==> config.mk <==
export PLATFORM = sky130hd
export DESIGN_NAME = xor_base64_codec_unit_flat
export DESIGN_NICKNAME = d
export VERILOG_FILES = /design/src/design/xbc_pkg.sv /design/src/design/xbc_ifs.sv /design/src/design/xbc_regs.sv /design/src/design/xbc_core.sv /design/src/design/xbc_serializer.sv /design/src/design/xor_base64_codec_unit.sv /design/src/flat_wrapper.sv
export SDC_FILE = /design/constraint.sdc
export NUM_CORES = 1
export LEC_CHECK = 0
export ABC_CLOCK_PERIOD_IN_PS = 12800
export BUFFER_PORTS_ARGS = -buffer_cell sky130_fd_sc_hd__buf_2
export CORE_MARGIN = 5
export CORE_UTILIZATION = 60
export DETAILED_ROUTE_END_ITERATION = 6
export MAX_ROUTING_LAYER = met4
export PLACE_DENSITY = 0.82
export SLEW_MARGIN = 30
export SYNTH_ARGS = -nofsm -noshare
export SYNTH_HDL_FRONTEND = slang
export SYNTH_SLANG_ARGS = --single-unit
==> constraint.sdc <==
create_clock -name clk -period 12.8 [get_ports clk]
set_clock_uncertainty 0.1 [all_clocks]
set_input_delay 1.28 -clock clk [delete_from_list [all_inputs] [get_ports clk]]
set_output_delay 1.28 -clock clk [all_outputs]
set_load 0.05 [all_outputs]
==> src/design/xbc_pkg.sv <==
// Shared types, constants and helper functions for the XOR-keyed Base64 codec.
// No dependencies; xbc_regs, xbc_core, xbc_serializer and the top level import it.

package xbc_pkg;

  localparam int KEY_MAX = 8;
  localparam int ADDR_W  = 5;

  // Register indexes, taken from paddr[4:3].
  localparam logic [1:0] REG_MODE      = 2'd0;
  localparam logic [1:0] REG_KEY_LEN   = 2'd1;
  localparam logic [1:0] REG_KEY_BYTES = 2'd2;

  localparam logic MODE_ENCODE = 1'b0;
  localparam logic MODE_DECODE = 1'b1;

  localparam logic [7:0] CH_PAD   = 8'h3D;
  localparam logic [7:0] CH_PLUS  = 8'h2B;
  localparam logic [7:0] CH_SLASH = 8'h2F;
  localparam logic [7:0] CH_UP_A  = 8'h41;
  localparam logic [7:0] CH_UP_Z  = 8'h5A;
  localparam logic [7:0] CH_LO_A  = 8'h61;
  localparam logic [7:0] CH_LO_Z  = 8'h7A;
  localparam logic [7:0] CH_ZERO  = 8'h30;
  localparam logic [7:0] CH_NINE  = 8'h39;

  typedef struct packed {
    logic        mode;
    logic [3:0]  key_length;
    logic [63:0] key_bytes;
  } cfg_t;

  // Up to four result bytes produced by one item.
  typedef struct packed {
    logic [3:0][7:0] bytes;
    logic [1:0]      last_idx;
    logic            eom;
    logic            err;
  } pkt_t;

  function automatic logic [3:0] key_len_eff(logic [3:0] len);
    return (len > 4'(KEY_MAX)) ? 4'(KEY_MAX) : len;
  endfunction

  function automatic logic [2:0] key_pick(logic [2:0] idx, logic [3:0] len);
    return ({1'b0, idx} >= len) ? 3'd0 : idx;
  endfunction

  function automatic logic [2:0] key_after(logic [2:0] cur_idx, logic [3:0] len);
    logic [3:0] n;
    n = {1'b0, cur_idx} + 4'd1;
    return (n >= len) ? 3'd0 : n[2:0];
  endfunction

  function automatic logic [7:0] key_byte(logic [63:0] kb, logic [2:0] idx);
    return kb[{idx, 3'b000} +: 8];
  endfunction

  function automatic logic [7:0] sextet_char(logic [5:0] v);
    logic [7:0] w;
    w = {2'b00, v};
    if (v < 6'd26) begin
      return CH_UP_A + w;
    end else if (v < 6'd52) begin
      return CH_LO_A + w - 8'd26;
    end else if (v < 6'd62) begin
      return CH_ZERO + w - 8'd52;
    end else if (v == 6'd62) begin
      return CH_PLUS;
    end else begin
      return CH_SLASH;
    end
  endfunction

  // Bit 6 set means the code is outside the alphabet.
  function automatic logic [6:0] char_sextet(logic [7:0] c);
    logic [7:0] d;
    d = 8'd0;
    if (c >= CH_UP_A && c <= CH_UP_Z) begin
      d = c - CH_UP_A;
      return {1'b0, d[5:0]};
    end else if (c >= CH_LO_A && c <= CH_LO_Z) begin
      d = c - CH_LO_A + 8'd26;
      return {1'b0, d[5:0]};
    end else if (c >= CH_ZERO && c <= CH_NINE) begin
      d = c - CH_ZERO + 8'd52;
      return {1'b0, d[5:0]};
    end else if (c == CH_PLUS) begin
      return 7'd62;
    end else if (c == CH_SLASH) begin
      return 7'd63;
    end else begin
      return 7'h40;
    end
  endfunction

endpackage

==> src/design/xbc_ifs.sv <==
// Valid/ready stream interfaces for the codec's input and result channels.
// No dependencies.

interface xbc_feed_if;
  logic       valid;
  logic       ready;
  logic [7:0] data_byte;
  logic       message_end;

  modport source (output valid, output data_byte, output message_end, input ready);
  modport sink   (input valid, input data_byte, input message_end, output ready);
endinterface

interface xbc_result_if;
  logic       valid;
  logic       ready;
  logic [7:0] out_byte;
  logic       run_last;
  logic       end_of_message;
  logic       error;

  modport source (output valid, output out_byte, output run_last, output end_of_message,
                  output error, input ready);
  modport sink   (input valid, input out_byte, input run_last, input end_of_message,
                  input error, output ready);
endinterface

==> src/design/xbc_regs.sv <==
// APB-style configuration registers: mode, key length and key bytes.
// Depends on xbc_pkg.

module xbc_regs
  import xbc_pkg::*;
(
  input  logic              clk,
  input  logic              rst,
  input  logic              psel,
  input  logic              penable,
  input  logic              pwrite,
  input  logic [ADDR_W-1:0] paddr,
  input  logic [63:0]       pwdata,
  output logic [63:0]       prdata,
  output logic              pready,
  output cfg_t              cfg,
  output logic              clear
);

  logic        wr;
  logic [1:0]  reg_idx;
  logic        mode;
  logic [3:0]  key_length;
  logic [63:0] key_bytes;

  assign reg_idx = paddr[4:3];
  assign wr      = psel && penable && pwrite;
  assign pready  = 1'b1;
  // Any write to the mode register aborts the message in progress.
  assign clear   = wr && (reg_idx == REG_MODE);

  always_ff @(posedge clk) begin
    if (rst) begin
      mode       <= MODE_ENCODE;
      key_length <= 4'd0;
      key_bytes  <= 64'd0;
    end else if (wr) begin
      unique case (reg_idx)
        REG_MODE:      mode       <= pwdata[0];
        REG_KEY_LEN:   key_length <= pwdata[3:0];
        REG_KEY_BYTES: key_bytes  <= pwdata;
        default: ;
      endcase
    end
  end

  always_comb begin
    unique case (reg_idx)
      REG_MODE:      prdata = {63'd0, mode};
      REG_KEY_LEN:   prdata = {60'd0, key_length};
      REG_KEY_BYTES: prdata = key_bytes;
      default:       prdata = 64'd0;
    endcase
  end

  assign cfg = '{mode: mode, key_length: key_length, key_bytes: key_bytes};

endmodule

==> src/design/xbc_core.sv <==
// Codec datapath: message state, key sequencing and the per-item result group.
// Depends on xbc_pkg. Feeds xbc_serializer through a one-entry result register.

module xbc_core
  import xbc_pkg::*;
(
  input  logic       clk,
  input  logic       rst,
  input  cfg_t       cfg,
  input  logic       clear,
  input  logic       in_valid,
  output logic       in_ready,
  input  logic [7:0] data_byte,
  input  logic       message_end,
  output logic       res_valid,
  output pkt_t       res,
  input  logic       res_ready
);

  logic [23:0] group_bits, group_bits_next;
  logic [1:0]  group_position, group_position_next;
  logic [2:0]  key_index, key_index_next;
  logic [1:0]  pad_count, pad_count_next;
  logic        bad_char_seen, bad_char_seen_next;

  logic        in_fire;
  logic        has_out;
  pkt_t        pkt;
  logic [3:0]  len;
  logic [2:0]  u0, u1, u2, n0, n1, n2;
  logic [7:0]  k0, k1, k2;
  logic [23:0] gb;
  logic [1:0]  pos, pos_inc, pad;
  logic [7:0]  xb;
  logic [5:0]  v;
  logic [6:0]  sx;
  logic        bad;

  // The result register can take a new group in the cycle its old one moves on.
  assign in_ready = !res_valid || res_ready;
  assign in_fire  = in_valid && in_ready;

  // Three chained key steps cover the most key bytes any item can use.
  always_comb begin
    len = key_len_eff(cfg.key_length);
    u0  = key_pick(key_index, len);
    n0  = key_after(u0, len);
    u1  = key_pick(n0, len);
    n1  = key_after(u1, len);
    u2  = key_pick(n1, len);
    n2  = key_after(u2, len);
    k0  = (len == 4'd0) ? 8'd0 : key_byte(cfg.key_bytes, u0);
    k1  = (len == 4'd0) ? 8'd0 : key_byte(cfg.key_bytes, u1);
    k2  = (len == 4'd0) ? 8'd0 : key_byte(cfg.key_bytes, u2);
  end

  always_comb begin
    group_bits_next     = group_bits;
    group_position_next = group_position;
    key_index_next      = key_index;
    pad_count_next      = pad_count;
    bad_char_seen_next  = bad_char_seen;
    pkt                 = '0;
    has_out             = 1'b0;
    gb                  = group_bits;
    pos                 = 2'd0;
    pos_inc             = 2'd0;
    pad                 = pad_count;
    bad                 = bad_char_seen;
    xb                  = 8'd0;
    v                   = 6'd0;
    sx                  = char_sextet(data_byte);

    if (cfg.mode == MODE_ENCODE) begin
      pos = (group_position > 2'd2) ? 2'd2 : group_position;
      xb  = data_byte ^ k0;
      unique case (pos)
        2'd0:    gb[23:16] = gb[23:16] | xb;
        2'd1:    gb[15:8]  = gb[15:8]  | xb;
        default: gb[7:0]   = gb[7:0]   | xb;
      endcase
      pos_inc = pos + 2'd1;
      if (len != 4'd0) begin
        key_index_next = n0;
      end
      if (pos_inc == 2'd3 || message_end) begin
        has_out      = 1'b1;
        pkt.last_idx = 2'd3;
        for (int i = 0; i < 4; i++) begin
          pkt.bytes[i] = (3'(i) <= {1'b0, pos_inc}) ? sextet_char(gb[23 - 6*i -: 6]) : CH_PAD;
        end
        group_bits_next     = 24'd0;
        group_position_next = 2'd0;
      end else begin
        group_bits_next     = gb;
        group_position_next = pos_inc;
      end
    end else begin
      if (data_byte == CH_PAD) begin
        v = 6'd0;
        if (group_position >= 2'd2) begin
          pad = pad_count + 2'd1;
        end
      end else if (sx[6]) begin
        bad = 1'b1;
        v   = 6'd0;
      end else begin
        v = sx[5:0];
      end
      unique case (group_position)
        2'd0:    gb[23:18] = gb[23:18] | v;
        2'd1:    gb[17:12] = gb[17:12] | v;
        2'd2:    gb[11:6]  = gb[11:6]  | v;
        default: gb[5:0]   = gb[5:0]   | v;
      endcase
      bad_char_seen_next = bad;
      if (group_position == 2'd3) begin
        has_out = 1'b1;
        // Trailing pads drop bytes only in the final group of a message.
        if (message_end) begin
          pkt.last_idx = (pad >= 2'd2) ? 2'd0 : ((pad == 2'd1) ? 2'd1 : 2'd2);
        end else begin
          pkt.last_idx = 2'd2;
        end
        pkt.bytes[0] = gb[23:16] ^ k0;
        pkt.bytes[1] = gb[15:8]  ^ k1;
        pkt.bytes[2] = gb[7:0]   ^ k2;
        pkt.err      = bad;
        if (len != 4'd0) begin
          key_index_next = (pkt.last_idx == 2'd0) ? n0 : ((pkt.last_idx == 2'd1) ? n1 : n2);
        end
        group_bits_next     = 24'd0;
        pad_count_next      = 2'd0;
        group_position_next = 2'd0;
      end else begin
        group_bits_next     = gb;
        pad_count_next      = pad;
        group_position_next = group_position + 2'd1;
        if (message_end) begin
          // Message ended inside a group: one error result.
          has_out = 1'b1;
          pkt.err = 1'b1;
        end
      end
    end

    pkt.eom = message_end;
    if (message_end) begin
      group_bits_next     = 24'd0;
      group_position_next = 2'd0;
      key_index_next      = 3'd0;
      pad_count_next      = 2'd0;
      bad_char_seen_next  = 1'b0;
    end
  end

  always_ff @(posedge clk) begin
    if (rst || clear) begin
      group_bits     <= 24'd0;
      group_position <= 2'd0;
      key_index      <= 3'd0;
      pad_count      <= 2'd0;
      bad_char_seen  <= 1'b0;
    end else if (in_fire) begin
      group_bits     <= group_bits_next;
      group_position <= group_position_next;
      key_index      <= key_index_next;
      pad_count      <= pad_count_next;
      bad_char_seen  <= bad_char_seen_next;
    end
  end

  always_ff @(posedge clk) begin
    if (rst) begin
      res_valid <= 1'b0;
    end else if (in_fire && has_out) begin
      res_valid <= 1'b1;
    end else if (res_ready) begin
      res_valid <= 1'b0;
    end
  end

  always_ff @(posedge clk) begin
    if (in_fire && has_out) begin
      res <= pkt;
    end
  end

endmodule

==> src/design/xbc_serializer.sv <==
// Output stage: holds one result group and sends its bytes one per cycle while out_ready is high.
// Depends on xbc_pkg; takes groups from xbc_core.

module xbc_serializer
  import xbc_pkg::*;
(
  input  logic       clk,
  input  logic       rst,
  input  logic       res_valid,
  input  pkt_t       res,
  output logic       res_ready,
  output logic       out_valid,
  input  logic       out_ready,
  output logic [7:0] out_byte,
  output logic       run_last,
  output logic       end_of_message,
  output logic       error
);

  pkt_t       cur;
  logic       cur_valid;
  logic [1:0] idx;
  logic       on_last;
  logic       out_fire;

  assign on_last   = (idx == cur.last_idx);
  assign out_fire  = cur_valid && out_ready;
  assign res_ready = !cur_valid || (out_fire && on_last);

  always_ff @(posedge clk) begin
    if (rst) begin
      cur_valid <= 1'b0;
      idx       <= 2'd0;
    end else if (res_valid && res_ready) begin
      cur_valid <= 1'b1;
      idx       <= 2'd0;
    end else if (out_fire) begin
      if (on_last) begin
        cur_valid <= 1'b0;
      end else begin
        idx <= idx + 2'd1;
      end
    end
  end

  always_ff @(posedge clk) begin
    if (res_valid && res_ready) begin
      cur <= res;
    end
  end

  assign out_valid      = cur_valid;
  assign out_byte       = cur.bytes[idx];
  assign run_last       = on_last;
  assign end_of_message = on_last && cur.eom;
  assign error          = cur.err;

endmodule

==> src/design/xor_base64_codec_unit.sv <==
// XOR-keyed Base64 codec, top level. Ties the register port, the datapath
// and the output stage together. Depends on xbc_pkg, xbc_ifs, xbc_regs,
// xbc_core and xbc_serializer.
//
// The block streams one message at a time. In encode mode every plaintext item
// is XORed with a repeating key of up to eight bytes, and each group of three
// bytes leaves as four Base64 characters (a short final group is padded with
// '='); in decode mode groups of four characters return up to three key-XORed
// bytes, and an error flag marks bad characters and a message that ends inside
// a group. An accepted item is finished by combinational logic and its results
// (zero to four bytes) land in a one-entry result register; the output stage
// takes that group from there once it is free and drains it one byte per cycle
// while the result side is ready. The input stays ready while the result
// register is empty or is handing its group to the output stage, so items that
// cause no result (the first two bytes of an encode group, the first three
// characters of a decode group) enter back to back, and new items are taken
// while the output stage still drains an earlier group. Configuration is
// written over an APB-style port with 64-bit data (mode at 0x00, key length at
// 0x08, key bytes at 0x10, first key byte lowest); pready is always high. Write
// mode, which also aborts any message in progress, and the key only while no
// items are in flight. Key lengths above eight act as eight and a length of
// zero turns the XOR off. The key restarts at its first byte with every new
// message.

module xor_base64_codec_unit
  import xbc_pkg::*;
(
  input  logic              clk,
  input  logic              rst,
  xbc_feed_if.sink          feed,
  xbc_result_if.source      result,
  input  logic              psel,
  input  logic              penable,
  input  logic              pwrite,
  input  logic [ADDR_W-1:0] paddr,
  input  logic [63:0]       pwdata,
  output logic [63:0]       prdata,
  output logic              pready
);

  cfg_t cfg;
  logic clear;
  logic res_valid;
  logic res_ready;
  pkt_t res;

  xbc_regs u_regs (
    .clk     (clk),
    .rst     (rst),
    .psel    (psel),
    .penable (penable),
    .pwrite  (pwrite),
    .paddr   (paddr),
    .pwdata  (pwdata),
    .prdata  (prdata),
    .pready  (pready),
    .cfg     (cfg),
    .clear   (clear)
  );

  // All per-item work happens here, in logic ahead of the result register.
  xbc_core u_core (
    .clk         (clk),
    .rst         (rst),
    .cfg         (cfg),
    .clear       (clear),
    .in_valid    (feed.valid),
    .in_ready    (feed.ready),
    .data_byte   (feed.data_byte),
    .message_end (feed.message_end),
    .res_valid   (res_valid),
    .res         (res),
    .res_ready   (res_ready)
  );

  // The output stage takes a new group at the same edge its last byte leaves,
  // so the result register frees up without a bubble.
  xbc_serializer u_serializer (
    .clk            (clk),
    .rst            (rst),
    .res_valid      (res_valid),
    .res            (res),
    .res_ready      (res_ready),
    .out_valid      (result.valid),
    .out_ready      (result.ready),
    .out_byte       (result.out_byte),
    .run_last       (result.run_last),
    .end_of_message (result.end_of_message),
    .error          (result.error)
  );

endmodule

==> src/flat_wrapper.sv <==
// flat-port wrapper written by rule: the top's interface ports become plain ports
module xor_base64_codec_unit_flat import xbc_pkg::*;
  (clk, rst, psel, penable, pwrite, paddr, pwdata, prdata, pready, feed_valid, feed_data_byte, feed_message_end, feed_ready, result_valid, result_out_byte, result_run_last, result_end_of_message, result_error, result_ready);
  xbc_feed_if feed_i ();
  xbc_result_if result_i ();
  input  logic clk;
  input  logic rst;
  input  logic psel;
  input  logic penable;
  input  logic pwrite;
  input  logic [ADDR_W-1:0] paddr;
  input  logic [63:0] pwdata;
  output logic [63:0] prdata;
  output logic pready;
  input wire logic [$bits(feed_i.valid)-1:0] feed_valid;
  input wire logic [$bits(feed_i.data_byte)-1:0] feed_data_byte;
  input wire logic [$bits(feed_i.message_end)-1:0] feed_message_end;
  output wire logic [$bits(feed_i.ready)-1:0] feed_ready;
  output wire logic [$bits(result_i.valid)-1:0] result_valid;
  output wire logic [$bits(result_i.out_byte)-1:0] result_out_byte;
  output wire logic [$bits(result_i.run_last)-1:0] result_run_last;
  output wire logic [$bits(result_i.end_of_message)-1:0] result_end_of_message;
  output wire logic [$bits(result_i.error)-1:0] result_error;
  input wire logic [$bits(result_i.ready)-1:0] result_ready;
  assign feed_i.valid = feed_valid;
  assign feed_i.data_byte = feed_data_byte;
  assign feed_i.message_end = feed_message_end;
  assign feed_ready = feed_i.ready;
  assign result_valid = result_i.valid;
  assign result_out_byte = result_i.out_byte;
  assign result_run_last = result_i.run_last;
  assign result_end_of_message = result_i.end_of_message;
  assign result_error = result_i.error;
  assign result_i.ready = result_ready;
  xor_base64_codec_unit u_core (.clk(clk), .rst(rst), .feed(feed_i), .result(result_i), .psel(psel), .penable(penable), .pwrite(pwrite), .paddr(paddr), .pwdata(pwdata), .prdata(prdata), .pready(pready));
endmodule
# --- After elaboration in Yosys (flattened, before gate mapping) ---
# Index checks and enable logic that the tools add are counted.
totals:
  out_inout_bits: 78
  wordCells: 264
  reg_bits: 177
  input_bits: 85
classes:
  mux: 98
  n_lt_le_gt_ge: 32
  n_reduce_logical: 41
  n_shift: 3
  n_eq_ne: 18
  bitwise_logic: 14
  add_sub_neg: 32
op_table:
  columns: ["cell", "n"]
  rows:
  - ["2-to-1 mux 8 bit", 24]
  - ["case mux 64 bit (3 select lines)", 1]
  - ["indexed part select 64 x 7 -> 8 bit", 3]
  - ["2-to-1 mux 24 bit", 4]
  - ["2-to-1 mux 26 bit", 3]
  - ["2-to-1 mux 6 bit", 12]
  - ["adder 7 x 6 -> 8 bit, first input constant", 8]
  - ["2-to-1 mux 3 bit", 17]
  - ["< comparator 6 bit, second input constant", 8]
  - ["2-to-1 mux 7 bit", 5]
  - ["2-to-1 mux 2 bit", 16]
  - ["subtractor 7 x 6 -> 8 bit, second input constant", 4]
  - ["subtractor 8 x 5 -> 8 bit, second input constant", 4]
  - ["XOR 8 bit", 4]
  - ["adder 6 x 6 -> 7 bit, first input constant", 4]
  - ["== test 6 bit, second input constant", 4]
  - ["== test 8 x 6 -> 1 bit, second input constant", 3]
  - ["< comparator 6 x 5 -> 1 bit, second input constant", 4]
  - ["OR 6 bit", 4]
  - ["OR 8 bit", 3]
  - ["binary-select mux 8 bit (select 2 bit)", 1]
  - ["greater-or-equal comparator 8 x 7 -> 1 bit, second input constant", 2]
  - ["<= comparator 8 x 7 -> 1 bit, second input constant", 2]
  - ["2-to-1 mux 1 bit", 14]
  - ["other kinds (33)", 84]

# --- Longest topological paths before layout ---
logic_depth:
  word_depth: 23
  depth_mapped: 53
  depth_no_buf: 45

# --- Modules after synthesis ---
# A second synthesis with hierarchy kept.
unflattened:
  cells_unflattened: 1662
  area_unflattened_um2: 14396.3
modules_own_cells:
  columns: ["module", "cells_per_inst", "instances", "area_per_inst_um2", "seq_area_each_um2"]
  rows:
  - ["xbc_core", 1217, 1, 9307.7, 1741.7]
  - ["xbc_regs", 375, 1, 3617.2, 1381.3]
  - ["xbc_serializer", 70, 1, 1471.4, 1141.1]

# --- Least setup slack after synthesis ---
# OpenSTA, ideal clock, no wires.
synth_path:
  kind: "flip-flop to flip-flop"
  startpoint: "register u_core.u_regs.key_length[3]"
  endpoint: "register u_core.u_core.key_index[0]"
  synth_period_minus_slack_ns: 9.842
  path_buffers: 9
  setup_ns: 0.117
  t_arrival_ns: 9.625
  path_stages_with_launch: 52
  slack_ns: 2.958
  required_ns: 12.583
  cell_sequence: "dfxtp_1 buf_2 nand2b_4 inv_1 ha_1 nand2b_4 a211oi_4 o21ai_2 inv_2 buf_2 buf_4 buf_2 ha_1 a21o_1 nand2_1 ha_1 a2111oi_2 o211ai_2 [16 not listed] or2_1 clkbuf_1 clkbuf_1 inv_1 ha_1 a21oi_1 nor2_1 or3b_1 clkbuf_1 inv_1 ha_1 ha_1 o21ai_0 a21boi_0 o21ai_0 a31oi_1 a21oi_1 a32o_1"
synth_between:
  elab_chain_len: 23
  elab_cells_between_ends: 27
  classes_between: "add/sub: 3; order compare: 7; mux: 14; reduce/logical: 3"
synth_lines:
  columns: ["item", "line_no", "source"]
  rows:
  - ["from (decl)", "xbc_regs.sv:23", "logic [3:0] key_length;"]
  - ["from (signal assigned)", "xbc_regs.sv:40", "REG_KEY_LEN: key_length <= pwdata[3:0];"]
  - ["> comparator 4 bit", "xbc_pkg.sv:42", "return (len > 4'(KEY_MAX)) ? 4'(KEY_MAX) : len;"]
  - ["2-to-1 mux 4 bit *", "xbc_pkg.sv:42", null]
  - ["greater-or-equal comparator 3 x 4 -> 1 bit", "xbc_pkg.sv:46", "return ({1'b0, idx} >= len) ? 3'd0 : idx;"]
  - ["2-to-1 mux 3 bit", "xbc_pkg.sv:46", null]
  - ["adder 3 x 1 -> 4 bit", "xbc_pkg.sv:51", "n = {1'b0, cur_idx} + 4'd1;"]
  - ["greater-or-equal comparator 4 bit", "xbc_pkg.sv:52", "return (n >= len) ? 3'd0 : n[2:0];"]
  - ["2-to-1 mux 3 bit", "xbc_pkg.sv:52", null]
  - ["greater-or-equal comparator 3 x 4 -> 1 bit", "xbc_pkg.sv:46", null]
  - ["[6 not listed]", null, null]
  - ["adder 3 x 1 -> 4 bit", "xbc_pkg.sv:51", null]
  - ["greater-or-equal comparator 4 bit", "xbc_pkg.sv:52", null]
  - ["2-to-1 mux 3 bit", "xbc_pkg.sv:52", null]
  - ["2-to-1 mux 3 bit (2 in series)", "xbc_core.sv:130", "key_index_next = (pkt.last_idx == 2'd0) ? n0 : ((pkt.last_idx == 2'd1) ? n1 : n2);"]
  - ["2-to-1 mux 3 bit", "xbc_core.sv:129", "if (len != 4'd0) begin"]
  - ["2-to-1 mux 3 bit", "xbc_core.sv:117", "if (group_position == 2'd3) begin"]
  - ["2-to-1 mux 3 bit", "xbc_core.sv:74", "if (cfg.mode == MODE_ENCODE) begin"]
  - ["2-to-1 mux 3 bit", "xbc_core.sv:148", "if (message_end) begin"]
  - ["to (signal assigned)", "xbc_core.sv:167", "key_index <= key_index_next;"]
  - ["to (decl)", "xbc_core.sv:22", "logic [2:0] key_index, key_index_next;"]
# Mark *: on every way between the ends. The rest lies on a longest branch, timed or not. The select of a mux whose other input is x is not followed.
# A chain may end at the register's enable or synchronous reset.

==> impl_metrics.tcl <==
set metrics [dict create \
    start_kind "register" \
    worstSkewPairLatency_ns 0.45 \
    dr_total_vias 13700 \
    synth_seq_cells 177 \
    cts_hold_buf 0 \
    wl_per_cell_um 22.7 \
    synth_compound_area_share_pct 26.4 \
    grt_pass1_wl_mm 70.8 \
    p_sw_uw 426 \
    finalSetupViolCount 0 \
    start_util_pct 61.3 \
    grt_use_total_pct 35.4 \
    avgSynthCellArea_um2 8.28 \
    yosys.area_share.simple_pct 21.3 \
    ys.flop_type "dfxtp_1" \
    synthAdderAreaFrac_pct 5.30 \
    period_share_pct 87.5 \
    post-cts-setup-buffer-count 0 \
    grt_max_degree 76 \
    maxSlewViolCount 0 \
    yosysSeqAreaShare_pct 31.7 \
    cts_max_level 4 \
    fin_crit_ns 11.20 \
    hpwl_mm 33.7 \
    cp.required_ns 12.84 \
    num_io_pins 163 \
    post-route-cell-area_um2 15000 \
    dr.pass1.iters 6 \
    use_met2_pct 52.9 \
    synth.area.top_cells "edfxtp_1 16%, dfxtp_1 16%, a21oi_1 6.4%, nand2_1 5.8%, ha_1 5.3%" \
    overflow 0 \
    cpPeakStageDelay_ns 0.71 \
    syn_area_um2 13500 \
    rr_startpoint "u_core.u_core.key_index[0]$_SDFFE_PP0P_" \
    yosys-mux-area-fraction_pct 7.33 \
    met1_usage_pct 47.2 \
    cts_sinks 177 \
    finalNetCount 1858 \
    reg2reg_to "u_core.u_core.res[20]$_DFFE_PP_" \
    first_iter_violations 1949 \
    core-area_um2 22000 \
    hold_path.class "register to register" \
    status "finished clean" \
    final_util_pct 68.5 \
    ant_nets 0 \
    cts_resized 0 \
    startpoint "u_core.u_core.key_index[0]$_SDFFE_PP0P_" \
    globalplace.congestion 1.04 \
    synth_top_family_by_area "compound AO/OA/AOI/OAI gates" \
    die_height_um 160 \
    port_buffers 158 \
    synth_edf_count 72 \
    hold_viol 0 \
    max-cap-violations 0 \
    grt_pass1_vias 12800 \
    syn_nets 1767 \
    ys_warn_count 0 \
    tns_ns 0 \
    antenna_found_initial 5 \
    vias_per_cell 6.80 \
    power.internal_uw 964 \
    synth_largest_area_cell "edfxtp_1" \
    worst_pin_slew_ns 1.05 \
    rsz0062_at_grt "no" \
    sw_frac_of_total_pct 30.6 \
    cts_buffers 17 \
    clock_tree.root_cell "clkbuf_16" \
    use_met3_pct 7.19 \
    worstPathMaxFanout 40 \
    synthArstFlopShare_pct 0 \
    p_per_area_nw_per_um2 92.5 \
    endpoint "u_core.u_core.res[20]$_DFFE_PP_" \
    synth-xor-area-share_pct 2.86 \
    end_kind "register" \
    place_area_um2 14400 \
    fmax_mhz 89.3 \
    relSlewSlack_pct 30.0 \
    cp_common_cell "ha_1" \
    rows 54 \
    cts.path.max_buffers 2 \
    top_usage_layer "met2" \
    synth.top_cell.area_share_pct 16.1 \
    critical_path_class "register to register" \
    clk_pin_slew_worst_paths_ns 0.07 \
    r2r_slack_ns 1.60 \
    slowest_stage "xnor2_1" \
    power_frac_comb_pct 16.7 \
    clkPwrFrac_pct 38.6 \
    crit_arrival_ns 11.24 \
    dieArea_um2 25500 \
    die_x_um 160 \
    leakage_uw 0.00571 \
    synthCells 1625 \
    vdd.ir_drop.worst_v 0.0000867 \
    cts_tree "done" \
    drc 0 \
    synthDistinctLibCells 95 \
    seqPwrFrac_pct 44.7 \
    drt_wl_total_mm 45.8 \
    drive_gt1_share_pct 16.9 \
    worst-r2r-cell-count 41 \
    num-fill-cells 1810 \
    syn2layout_area_growth_pct 11.7 \
]
cell usage after synthesis, types with 24 or more instances:
master    instances
nor3_1           29
and2_1           78
edfxtp_1         72
xnor2_1          26
a211oi_1         24
mux2i_1          58
nand2_1         207
ha_1             57
clkbuf_1         89
inv_1            43
nand3_1          29
dfxtp_1         105
o211ai_1         32
o21ai_0          53
nor2_1           94
a21oi_1         173
worst min path at each step:
stage	startpoint	end	slack [ns]	cells past startpoint
after detailed placement	u_core.u_core.res[3]$_DFFE_PP_	u_core.u_serializer.cur[3]$_DFFE_PP_	0.30	0
after CTS	u_core.u_core.res[22]$_DFFE_PP_	u_core.u_serializer.cur[22]$_DFFE_PP_	0.32	0
after global placement	u_core.u_core.res[17]$_DFFE_PP_	u_core.u_serializer.cur[17]$_DFFE_PP_	0.30	0
after global routing	u_core.u_core.res[3]$_DFFE_PP_	u_core.u_serializer.cur[3]$_DFFE_PP_	0.33	0
after floorplan	u_core.u_core.res[10]$_DFFE_PP_	u_core.u_serializer.cur[10]$_DFFE_PP_	0.30	0
final	u_core.u_core.res[5]$_DFFE_PP_	u_core.u_serializer.cur[5]$_DFFE_PP_	0.32	0
layout make-up:
| cell class | instances | area [um^2] | share of cell area [%] |
|---|---|---|---|
| multi-input combinational | 1275 | 8560 | 56.9 |
| tap | 280 | 350 | 2.33 |
| antenna | 6 | 15.0 | 0.0999 |
| timing repair buffer | 191 | 1060 | 7.04 |
| clock inverter | 15 | 163 | 1.08 |
| clock buffer | 17 | 425 | 2.83 |
| inverter | 54 | 203 | 1.35 |
| sequential | 177 | 4260 | 28.4 |
layer usage:
layer  share of wire [%]  wire, um  up-vias
li1                    -         -     6246
met1                  40     18500     6377
met2                  44     20100      946
met3                  12      5440      141
met4                 4.0      1840        0
met5                   0         0        -
cells by family (layout without fill, tap and decap cells):
family / count (synthesis) / in the layout
DFF: 177 / 177
xor gates and xnor gates: 44 / 44
and+or+nand+nor: 575 / 575
adders and majority gates: 57 / 57
other: 1 / 7
AOI/OAI and AO/OA: 513 / 513
buffers and inverters: 173 / 277
muxes: 85 / 85
state kept, by name, summed over array words and instances, names as in the netlist, 2 cells and up:
register and flops:
u_core.u_serializer.idx 2, u_core.u_regs.key_bytes 64, u_core.u_core.group_position 2, u_core.u_core.res 36
u_core.u_serializer.cur 35, u_core.u_core.pad_count 2, u_core.u_regs.key_length 4, u_core.u_core.key_index 3
u_core.u_core.group_bits 24
through the flow:
stage / setup WS (ns) / total power [uW] / instances / hold slack, ns
floorplan: 2.96 / 784 / 1625 / 0.300
global placement: 2.27 / 851 / 1976 / 0.301
detailed placement: 2.07 / 857 / 1977 / 0.305
CTS: 1.92 / 1380 / 2009 / 0.322
global route: 0.929 / 1430 / 2014 / 0.328
finish: 1.60 / 1390 / 2015 / 0.320
placed cells by master (no fill, tap or decap), drive strengths merged, types with 17 or more instances in the layout:
| cell type | instances |
|---|---|
| a211oi | 25 |
| a21oi | 173 |
| a221oi | 20 |
| and2 | 78 |
| and3 | 18 |
| buf | 191 |
| clkbuf | 17 |
| dfxtp | 105 |
| edfxtp | 72 |
| ha | 57 |
| inv | 63 |
| mux2 | 18 |
| mux2i | 58 |
| nand2 | 208 |
| nand3 | 29 |
| nor2 | 94 |
| nor2b | 19 |
| nor3 | 32 |
| o211ai | 33 |
| o21ai | 63 |
| or3 | 18 |
| xnor2 | 26 |
| xor2 | 18 |
worst max-delay path, delay by kind of cell, from the launching register on:
family	cells	cell delay, ns
and+or+nand+nor	8	1.96
adders and majority gates	7	1.93
DFF	1	0.31
xor gates and xnor gates	2	1.03
buffers and inverters	8	1.87
AOI/OAI and AO/OA	16	3.69
power groups by stage:
| stage | registers (uW) | clock network, uW | logic [uW] |
|---|---|---|---|
| finish | 621 | 537 | 232 |
| detailed placement | 634 | 0 | 223 |
| global placement | 633 | 0 | 218 |
| floorplan | 629 | 0 | 154 |
| global route | 623 | 560 | 249 |
| CTS | 621 | 537 | 225 |
No activity file was read; power rests on OpenSTA's default activity.
